## src/rtl/hcb_pkg.sv

```systemverilog
// ----------------------------------------------------------------------------
// hcb_pkg
// shared types, constants and datapath commands of the huffman code builder
// ----------------------------------------------------------------------------
`default_nettype none

package hcb_pkg;

  localparam int MaxSymbols = 32;
  localparam int FreqBits   = 24;

  localparam logic [1:0] StatusOk       = 2'd0;
  localparam logic [1:0] StatusEmpty    = 2'd1;
  localparam logic [1:0] StatusOverflow = 2'd2;

  typedef struct packed {
    logic [7:0]  symbol;
    logic [23:0] frequency;
    logic        last_pair;
  } in_item_t;

  typedef struct packed {
    logic [7:0]  out_symbol;
    logic [30:0] code_bits;
    logic [4:0]  code_length;
    logic [1:0]  status;
    logic        last_code;
  } out_item_t;

  typedef enum logic [4:0] {
    CmdNone,
    CmdLoad,
    CmdStart,
    CmdInit,
    CmdBuild,
    CmdSdWeight,
    CmdSdLeft,
    CmdSdLeftIdx,
    CmdSdLeftCmp,
    CmdSdRight,
    CmdSdRightIdx,
    CmdSdRightCmp,
    CmdSdFinish,
    CmdPopTop,
    CmdPopLast,
    CmdPopMove,
    CmdTakeA,
    CmdReadA,
    CmdReadB,
    CmdMerge,
    CmdUpCheck,
    CmdUpIdx,
    CmdUpCmp,
    CmdUpDone,
    CmdWalkInit,
    CmdWalkPop,
    CmdWalkRead,
    CmdWalkVisit,
    CmdWalkLeft,
    CmdWait
  } dp_cmd_e;

  typedef struct packed {
    logic in_last;
    logic empty;
    logic init_last;
    logic build_done;
    logic left_ok;
    logic right_ok;
    logic best_is_at;
    logic up_stop;
    logic up_swap;
    logic more;
    logic is_leaf;
    logic out_xfer;
    logic out_last;
  } dp_status_t;

endpackage

`default_nettype wire

```

## src/rtl/hcb_controller.sv

```systemverilog
// ----------------------------------------------------------------------------
// hcb_controller
// sequencer for load, heap build, merge loop and tree walk
// ----------------------------------------------------------------------------
`default_nettype none

module hcb_controller (
  input  logic                clk_i,
  input  logic                rst_ni,
  input  hcb_pkg::dp_status_t status_i,
  output hcb_pkg::dp_cmd_e    cmd_o
);

  typedef enum logic [4:0] {
    SLoad, SStart, SInit, SBuild, SSdW, SSdL, SSdL1, SSdL2, SSdR, SSdR1, SSdR2,
    SSdFin, SP0, SP1, SP2, SMsel, STakeA, SRdA, SRdB, SMerge, SU0, SU1, SU2,
    SUDone, SW0, SW1, SW2, SW3, SW4, SWait
  } state_e;

  state_e state_q, ret_q;

  always_ff @(posedge clk_i or negedge rst_ni) begin
    if (!rst_ni) begin
      state_q <= SLoad;
      ret_q   <= SLoad;
    end else begin
      case (state_q)
        SLoad:   if (status_i.in_last) state_q <= SStart;
        SStart:  state_q <= status_i.empty ? SWait : SInit;
        SInit:   if (status_i.init_last) state_q <= SBuild;
        SBuild: begin
          if (status_i.build_done) begin
            state_q <= SMsel;
          end else begin
            ret_q   <= SBuild;
            state_q <= SSdW;
          end
        end
        SSdW:    state_q <= SSdL;
        SSdL:    state_q <= status_i.left_ok ? SSdL1 : SSdFin;
        SSdL1:   state_q <= SSdL2;
        SSdL2:   state_q <= SSdR;
        SSdR:    state_q <= status_i.right_ok ? SSdR1 : SSdFin;
        SSdR1:   state_q <= SSdR2;
        SSdR2:   state_q <= SSdFin;
        SSdFin:  state_q <= status_i.best_is_at ? ret_q : SSdL;
        SMsel: begin
          ret_q   <= status_i.more ? STakeA : SW0;
          state_q <= SP0;
        end
        SP0:     state_q <= SP1;
        SP1:     state_q <= SP2;
        SP2:     state_q <= SSdW;
        STakeA: begin
          ret_q   <= SRdA;
          state_q <= SP0;
        end
        SRdA:    state_q <= SRdB;
        SRdB:    state_q <= SMerge;
        SMerge:  state_q <= SU0;
        SU0:     state_q <= status_i.up_stop ? SUDone : SU1;
        SU1:     state_q <= SU2;
        SU2:     state_q <= status_i.up_swap ? SU0 : SUDone;
        SUDone:  state_q <= SMsel;
        SW0:     state_q <= SW1;
        SW1:     state_q <= SW2;
        SW2:     state_q <= SW3;
        SW3:     state_q <= status_i.is_leaf ? SWait : SW4;
        SW4:     state_q <= SW1;
        SWait: begin
          if (status_i.out_xfer) state_q <= status_i.out_last ? SLoad : SW1;
        end
        default: state_q <= SLoad;
      endcase
    end
  end

  always_comb begin
    case (state_q)
      SLoad:   cmd_o = hcb_pkg::CmdLoad;
      SStart:  cmd_o = hcb_pkg::CmdStart;
      SInit:   cmd_o = hcb_pkg::CmdInit;
      SBuild:  cmd_o = hcb_pkg::CmdBuild;
      SSdW:    cmd_o = hcb_pkg::CmdSdWeight;
      SSdL:    cmd_o = hcb_pkg::CmdSdLeft;
      SSdL1:   cmd_o = hcb_pkg::CmdSdLeftIdx;
      SSdL2:   cmd_o = hcb_pkg::CmdSdLeftCmp;
      SSdR:    cmd_o = hcb_pkg::CmdSdRight;
      SSdR1:   cmd_o = hcb_pkg::CmdSdRightIdx;
      SSdR2:   cmd_o = hcb_pkg::CmdSdRightCmp;
      SSdFin:  cmd_o = hcb_pkg::CmdSdFinish;
      SP0:     cmd_o = hcb_pkg::CmdPopTop;
      SP1:     cmd_o = hcb_pkg::CmdPopLast;
      SP2:     cmd_o = hcb_pkg::CmdPopMove;
      STakeA:  cmd_o = hcb_pkg::CmdTakeA;
      SRdA:    cmd_o = hcb_pkg::CmdReadA;
      SRdB:    cmd_o = hcb_pkg::CmdReadB;
      SMerge:  cmd_o = hcb_pkg::CmdMerge;
      SU0:     cmd_o = hcb_pkg::CmdUpCheck;
      SU1:     cmd_o = hcb_pkg::CmdUpIdx;
      SU2:     cmd_o = hcb_pkg::CmdUpCmp;
      SUDone:  cmd_o = hcb_pkg::CmdUpDone;
      SW0:     cmd_o = hcb_pkg::CmdWalkInit;
      SW1:     cmd_o = hcb_pkg::CmdWalkPop;
      SW2:     cmd_o = hcb_pkg::CmdWalkRead;
      SW3:     cmd_o = hcb_pkg::CmdWalkVisit;
      SW4:     cmd_o = hcb_pkg::CmdWalkLeft;
      SWait:   cmd_o = hcb_pkg::CmdWait;
      default: cmd_o = hcb_pkg::CmdNone;
    endcase
  end

endmodule

`default_nettype wire
```

## config.mk

```make
export PLATFORM = sky130hd
export DESIGN_NAME = hcb_controller
export DESIGN_NICKNAME = d
export VERILOG_FILES = /design/src/rtl/hcb_pkg.sv /design/src/rtl/hcb_controller.sv
export SDC_FILE = /design/constraint.sdc
export NUM_CORES = 1
export LEC_CHECK = 0
export ABC_AREA = 1
export BUFFER_PORTS_ARGS = -buffer_cell sky130_fd_sc_hd__buf_2
export CAP_MARGIN = 20
export CORE_MARGIN = 2
export CORE_UTILIZATION = 55
export CTS_BUF_LIST = sky130_fd_sc_hd__clkbuf_8 sky130_fd_sc_hd__clkbuf_16
export CTS_CLUSTER_SIZE = 16
export DETAILED_ROUTE_END_ITERATION = 8
export GPL_ROUTABILITY_DRIVEN = 0
export PLACE_DENSITY = 0.76
export RECOVER_POWER = 50
export SLEW_MARGIN = 20
export SYNTH_ARGS = -nofsm -noshare
export SYNTH_HDL_FRONTEND = slang
export SYNTH_SLANG_ARGS = --single-unit
```

## constraint.sdc

```tcl
create_clock -name clk_i -period 2.1 [get_ports clk_i]
set_input_delay 0.525 -clock clk_i [delete_from_list [all_inputs] [get_ports clk_i]]
set_output_delay 0.525 -clock clk_i [all_outputs]
set_load 0.02 [all_outputs]
```

==> results.txt, run 1 <==
status - finished clean
ANT nets after route - 0
setup TNS - 0 ns
largest family of logic cells by synthesized area - simple AND/OR/NAND/NOR gates
Adder-Cell Fraction of Synth Area - 0.0580
Pre-antenna DRT Iters - 4
Slew HR - 0.686
routed vias - 1,222
most common cell after layout, fill and taps aside - nand2_1
Port Buf Inserts - 19
critical path required time - 1.57 ns
Critical Path AT - 1.49 ns
Final setup viols - 0
synthesized instance count - 178
Post-CTS Hold Fix Bufs - 0
H-tree depth - 1
Ys Warns - 0
final worst-path cycle share - 0.957
Clock Path Buffers - 2
drt drc - 0
reg2reg setup slack - 0.30 ns
power density over cell area - 1460 nW/um^2
Clock Latency Late Sink - 0.23 ns
Sink Count - 9
kind of critical path - reg -> out
Synth cell types - 24
Final Power - 0.00180 W
Post-Synth Simple-Gate Area - 0.492
CTS tree - built
effective utilization at floorplan - 0.567
Post CTS Setup Buffer Count - 0
crit-path max FO - 7
drt wl/cell - 12.6 um
layout cells sized above 1 - 0.236
antenna cells - 0
worst slew pin tran - 0.471 ns
max-cap violations - 0
synthesized flop and latch total - 9
CTS buffer count - 3
height of the die - 48.3 um
GRT overflow - 0
core box area - 1900 sq um
max-slew violations - 0
final core utilization - 0.649
Max VDD drop - 928 uV
Pleak - 0.696 nW
CP Capture Type - primary output
HP Class - in -> async
commonest non-fill, non-tap cells in the layout - 53 x nand2_1, 22 x nand3_1, 20 x nor2_1, 18 x buf_2, 17 x inv_1
Synth Area in XOR/XNOR - 0
Vias/cell - 5.41
CTS root buf - clkbuf_8
Post-Syn Area per Cell - 6.06 sq um
complex-gate fraction of the synthesized area - 0.124
pin count of the biggest net entering global routing - 13
synthesized net count - 198
Worst Clk Skew - 0.00112 ns
fmax - 497 MHz
wire length of the first global-routing pass - 4260 um
FP Rows - 16
Mapped Area - 1080 sq um
RSZ-0062 raised after global routing - no
Hold Worst Slack - 0.221 ns
overall routed net length - 2840 um
part of the Yosys area used for sequential elements - 0.209
Initial DRC Count - 63
Die ar. - 2330 sq um
Syn-to-layout area delta - 14.5%
min Tclk post-route - 2.01 ns
total global-route track usage - 0.264
final hold vios - 0
clock transition at the registers of the reported paths - 0.04 ns
initial antenna violation count - 0
Die Span X - 48.3 um
final-stage net count - 220
number of global-route vias before repair - 1,007
IO Pins - 20
startpoint types - flop
Final HPWL DP - 2360 um
mux cell area share after synthesis - 0
[final timing paths]
path                                 start          to  cells after the start
min in group clk_i                ret_q[4]    ret_q[4]                      2
worst max-delay path            state_q[0]    cmd_o[3]                      6
worst min register to register    ret_q[4]    ret_q[4]                      2
max in group asynchronous           rst_ni  state_q[1]                      1
worst min-delay path                rst_ni    ret_q[4]                      1
worst max register to register  state_q[1]  state_q[1]                     10
[area by class of cell]
type / instances / area (sq um)
Timing Repair Buffer: 21 / 109
Inverter: 22 / 85.1
Multi-Input combinational cell: 143 / 734
Tap cell: 27 / 33.8
Clock buffer: 3 / 41.3
Fill cell: 193 / 667
Sequential cell: 9 / 228
Clock inverter: 1 / 3.75
[critical path, stage by stage, from the launching register on]
cell	delay [ns]
dfrtp_2	0.42
ha_2	0.23
inv_1	0.07
nor2_4	0.16
nand2_1	0.10
o221ai_1	0.08
buf_2	0.19
[logic make-up after synthesis]
family          after synthesis
flops                         9
compound gates               22
buf+inv                      26
fa+ha+maj                     5
simple gates                116
[what timing repair did]
action | in CTS | in global routing
gates resized for setup | 1 | 4
setup endpoints to repair | 1 | 2
pin swaps | 0 | 0
[registers in the layout, summed over array words and instances, names as in the netlist]
name,flops
state_q,5
ret_q,4
[synth_stat cells, drive strengths merged]
| cell | number | share of area |
|---|---|---|
| a21oi | 4 | 0.019 |
| buf | 4 | 0.038 |
| dfrtp | 9 | 0.21 |
| ha | 5 | 0.058 |
| inv | 22 | 0.079 |
| nand2 | 58 | 0.21 |
| nand3 | 22 | 0.10 |
| nand3b | 2 | 0.014 |
| nand4 | 3 | 0.017 |
| nor2 | 29 | 0.14 |
| nor3 | 2 | 0.0093 |
| o211ai | 3 | 0.021 |
| o21a | 1 | 0.0070 |
| o21ai | 11 | 0.051 |
| o221ai | 1 | 0.0081 |
| o22ai | 1 | 0.012 |
| o31ai | 1 | 0.0070 |
[report_power, final]
group	switching (W)	internal (W)
sequential	0.000127	0.000256
clock	0.0000651	0.000127
combinational	0.000813	0.000416
[through the flow]
stage	setup slack (ns)	cells	area, sq um
2_1_floorplan	0.362	178	1080
3_3_place_gp	0.272	222	1180
3_5_place_dp	0.193	222	1180
4_1_cts	0.00512	226	1230
5_1_grt	0.0127	226	1230
6_report	0.0899	226	1230
[routing by layer]
metal  part of all wire  up-vias  global-route usage  wire length (um)
met2               0.48       55               0.434              1350
li1                   -      617                   -                 -
met3              0.069       13              0.0259               196
met5                  0        -                   0                 0
met4              0.038        0               0.151               108
met1               0.42      537               0.333              1180
Power figures use the tool's default switching activity.
==> run 2, diff against run 1 <==
Settings changed: CELL_PAD_IN_SITES_DETAIL_PLACEMENT set to 1, CELL_PAD_IN_SITES_GLOBAL_PLACEMENT set to 1, CORE_UTILIZATION 55 to 37, PLACE_DENSITY 0.76 to 0.75, REMOVE_ABC_BUFFERS set to 1.
==> run 2 against run 1 <==
  * Core utilization down 19 points
  * Register-to-register slack better by 0.02 ns
  * Power up 7.4%
  * Routed wire length up 29%
  * Highest routed layer unchanged
==> results.txt, run 2 (synthesized netlist as in run 1, its figures left out) <==
Sequential Power Share - 0.201
Buf+Inv Stages, Crit Path - 3
core box area - 2760 sq um
Hold Worst Slack - 0.226 ns
startpoint types - flop
Clock Path Buffers - 2
biggest regs - state_q (5), ret_q (4)
H-tree depth - 1
ANT nets after route - 0
overall routed net length - 3670 um
HP Class - in -> async
Port Buf Inserts - 19
max-slew violations - 0
power density over cell area - 1540 nW/um^2
number of global-route vias before repair - 1,238
crit-path most repeated cell - inv_2
Syn-to-layout area delta - 16.8%
Max VDD drop - 758 uV
critical path required time - 1.57 ns
CTS tree - built
Placed Area - 1200 sq um
Worst path slowest cell - dfrtp_2
Reg with most FFs - state_q
Final HPWL DP - 3020 um
status - finished clean
max FFs per register - 5
Cell Chain, Critical Path - inv_2 > ha_2 > nand2_2 > inv_2 > nand2_1 > o211ai_1 > buf_4
max-cap violations - 0
FP Rows - 19
worst slew pin tran - 0.494 ns
internal power - 0.000838 W
pin count of the biggest net entering global routing - 14
RSZ-0062 raised after global routing - yes
design area - 1260 sq um
Net Sw Frac - 0.568
final worst-path cycle share - 0.978
placed cells - 228
Initial DRC Count - 44
routed vias - 1,235
setup TNS - 0 ns
CP Capture Type - primary output
cell family with most CP delay - flip-flops
Pre-antenna DRT Iters - 4
commonest non-fill, non-tap cells in the layout - 53 x nand2_1, 22 x nand3_1, 20 x nor2_1, 17 x inv_1, 16 x buf_2
non-filler cells, final - 232
Worst Clk Skew - 0.00237 ns
Critical Path AT - 1.53 ns
Final setup viols - 0
effective utilization at floorplan - 0.391
CP peak stage delay - 0.45 ns
drt wl/cell - 15.8 um
total global-route track usage - 0.236
Psw - 0.00110 W
worst-case reg-to-reg path depth - 10
CTS buffer count - 3
most common cell after layout, fill and taps aside - nand2_1
Vias/cell - 5.32
Pleak - 0.702 nW
reg2reg setup slack - 0.32 ns
min Tclk post-route - 2.05 ns
clock transition at the registers of the reported paths - 0.04 ns
crit-path max FO - 6
clock share of power - 0.101
Clock Latency Late Sink - 0.23 ns
layout cells sized above 1 - 0.259
# fillers - 389
antenna cells - 0
initial antenna violation count - 0
final-stage net count - 222
kind of critical path - reg -> out
CTS root buf - clkbuf_8
GRT overflow - 0
IO Pins - 20
wire length of the first global-routing pass - 5970 um
fmax - 487 MHz
Die Span X - 58.0 um
drt drc - 0
Gate power share - 0.698
Die ar. - 3360 sq um
final hold vios - 0
Final Power - 0.00194 W
Slew HR - 0.670
number of stages on the worst setup path - 7
Sink Count - 9
height of the die - 58.0 um
==> run 2: changes by cell type in the layout (fill, tap and decap cells not counted), sizes merged <==
cell,delta
buf,+2
==> run 2: worst paths after layout <==
path,end,from
min in group clk_i,ret_q[4],ret_q[4]
setup reg to reg,state_q[1],state_q[0]
setup / recovery,cmd_o[0],state_q[1]
hold / removal,ret_q[1],rst_ni
max in group asynchronous,state_q[1],rst_ni
hold reg to reg,ret_q[4],ret_q[4]
==> run 2: per-stage QoR <==
stage,utilization,setup WS [ns]
after CTS,0.454,0.0285
after floorplan,-,0.120
after detailed placement,0.436,0.220
after global routing,0.457,-0.0388
final,0.457,0.0454
after global placement,0.436,0.267
==> run 2: what timing repair did <==
item	in CTS	in global routing
gates resized for setup	5	4
hold endpoints to repair	0	0
hold buffers	0	0
gates cloned	0	0
setup buffers	0	0
setup endpoints to repair	2	3
==> run 2: layout make-up <==
cell class                 count  area (sq um)  share of cell area
clock buffer                   3          41.3              0.0328
clock inverter                 1          3.75             0.00298
timing repair buffer          23           129               0.102
multi-input combinational    143           732               0.581
tap                           31          38.8              0.0308
inverter                      22          85.1              0.0675
sequential                     9           230               0.183
==> run 2: power by group through the flow <==
stage                     registers (W)  clock network (W)  logic (W)
after CTS                      0.000386           0.000198    0.00133
after floorplan                0.000375                  0   0.000868
after detailed placement       0.000379                  0    0.00132
final                          0.000390           0.000196    0.00135
after global placement         0.000373                  0    0.00128
after global routing           0.000402           0.000218    0.00150
==> run 2: routing by layer <==
layer  track usage  part of all wire  wire length [um]
met1         0.307              0.45              1650
met2         0.396              0.49              1800
met3        0.0290             0.042               156
met4        0.0963             0.020                72
met5             0                 0                 0
==> run 2: worst reg2reg max path: stages (launching register included) <==
cell and delay (ns):
dfrtp_2 0.43, inv_1 0.08, ha_1 0.27, inv_1 0.12
nor2_2 0.07, nand2_1 0.14, nand2_1 0.09, a21oi_1 0.17
nand3_1 0.15, nand2_1 0.10, nand2_1 0.05
==> run 3, diff against run 2 <==
Settings changed: CELL_PAD_IN_SITES_DETAIL_PLACEMENT 1 to 0.
==> run 3 against run 2 <==
  * Setup slack better by 0.042 ns
  * Clock skew is 0.0018 ns lower
  * Via count is 1.1% lower
  * Sequential cell count stayed put
  * Critical path depth stayed put
  * Critical endpoint unchanged
  * Largest cell class unchanged
  * Highest routed layer unchanged
==> results.txt, run 3 (synthesized netlist as in run 1, its figures left out) <==
crit-path most repeated cell - inv_2
Worst Clk Skew - 0.000609 ns
RR Endpoint - state_q[0]
critical path required time - 1.57 ns
H-tree depth - 1
fmax - 497 MHz
layout cells sized above 1 - 0.244
CTS tree - built
pin count of the biggest net entering global routing - 14
HP Class - in -> async
number of global-route vias before repair - 1,126
Pre-antenna DRT Iters - 4
commonest non-fill, non-tap cells in the layout - 53 x nand2_1, 22 x nand3_1, 20 x nor2_1, 17 x inv_1, 17 x buf_2
drt wl/cell - 13.2 um
CP peak stage delay - 0.44 ns
startpoint types - flop
Port Buf Inserts - 19
ANT nets after route - 0
max-cap violations - 0
Vias/cell - 5.26
Pleak - 0.707 nW
final-stage net count - 222
clock transition at the registers of the reported paths - 0.04 ns
Critical Path AT - 1.49 ns
Max VDD drop - 782 uV
CP Capture Type - primary output
total global-route track usage - 0.194
worst-case reg-to-reg path depth - 10
cell family with most CP delay - flip-flops
status - finished clean
Psw - 0.00104 W
Die ar. - 3360 sq um
drt drc - 0
antenna cells - 0
crit-path max FO - 6
power density over cell area - 1490 nW/um^2
Hold Worst Slack - 0.226 ns
Clock Path Buffers - 2
Clock Latency Late Sink - 0.23 ns
height of the die - 58.0 um
IO Pins - 20
Net Sw Frac - 0.557
Reg with most FFs - state_q
Sequential Power Share - 0.207
setup TNS - 0 ns
biggest regs - state_q (5), ret_q (4)
Final HPWL DP - 2480 um
reg2reg setup slack - 0.37 ns
CTS buffer count - 3
final worst-path cycle share - 0.958
overall routed net length - 3070 um
number of stages on the worst setup path - 7
most common cell after layout, fill and taps aside - nand2_1
max FFs per register - 5
Post-CTS Hold Fix Bufs - 0
kind of critical path - reg -> out
Cell Chain, Critical Path - inv_2 > ha_1 > nand2_2 > inv_2 > nand2_1 > o211ai_1 > buf_4
Slew HR - 0.674
FP Rows - 19
CTS root buf - clkbuf_8
final hold vios - 0
GRT overflow - 0
routed vias - 1,221
Worst path slowest cell - dfrtp_2
min Tclk post-route - 2.01 ns
Critical path origin - state_q[1]
Die Span X - 58.0 um
FF-to-FF Start - state_q[0]
initial antenna violation count - 0
# fillers - 306
Syn-to-layout area delta - 16.0%
Gate power share - 0.688
max-slew violations - 0
Sink Count - 9
clock share of power - 0.105
Final setup viols - 0
core box area - 2760 sq um
effective utilization at floorplan - 0.391
Buf+Inv Stages, Crit Path - 3
Initial DRC Count - 38
wire length of the first global-routing pass - 5030 um
critical path capture point - cmd_o[0]
internal power - 0.000824 W
worst slew pin tran - 0.489 ns
[run 3: power by group through the flow]
stage	Clock [W]	Combinational, W	Sequential (W)
after detailed placement	0	0.00126	0.000375
after global placement	0	0.00128	0.000373
after floorplan	0	0.000868	0.000375
after global routing	0.000212	0.00144	0.000400
after CTS	0.000198	0.00126	0.000373
final	0.000195	0.00128	0.000385
[run 3: how the worst min path moves through the flow]
stage / to / start / slack, ns / cells after the start
4_1_cts: ret_q[0] / rst_ni / 0.14 / 1
2_1_floorplan: ret_q[0] / rst_ni / 0.23 / 0
6_report: ret_q[0] / rst_ni / 0.23 / 1
3_3_place_gp: ret_q[1] / rst_ni / 0.38 / 1
5_1_grt: ret_q[1] / rst_ni / 0.27 / 1
3_5_place_dp: ret_q[0] / rst_ni / 0.39 / 1
[run 3: area by class of cell]
cell class,instances,area (sq um),area share
sequential,9,229,0.183
timing repair buffer,23,126,0.101
tap,31,38.8,0.0310
inverter,22,85.1,0.0680
multi-input combinational,143,727,0.581
clock buffer,3,41.3,0.0330
clock inverter,1,3.75,0.00300
[run 3: through the flow]
stage	area, sq um	total power, W	utilization	worst slack, ns	std cells
3_5_place_dp	1200	0.00163	0.436	0.265	228
4_1_cts	1250	0.00184	0.452	0.00648	232
5_1_grt	1250	0.00205	0.454	-0.00276	232
2_1_floorplan	1040	0.00124	-	0.120	174
3_3_place_gp	1200	0.00165	0.436	0.267	228
6_report	1250	0.00186	0.454	0.0877	232
[run 3: timing repair]
action / 4_1_cts / 5_1_grt
buffers inserted: 0 / 0
endpoints found under the setup margin: 0 / 2
gates resized for setup: 0 / 5
[run 3: routing by layer]
layer	vias up	global-route usage	routed length, um
met4	0	0.106	110
li1	626	-	-
met2	40	0.300	1350
met5	-	0	0
met1	544	0.261	1430
met3	11	0.0246	169
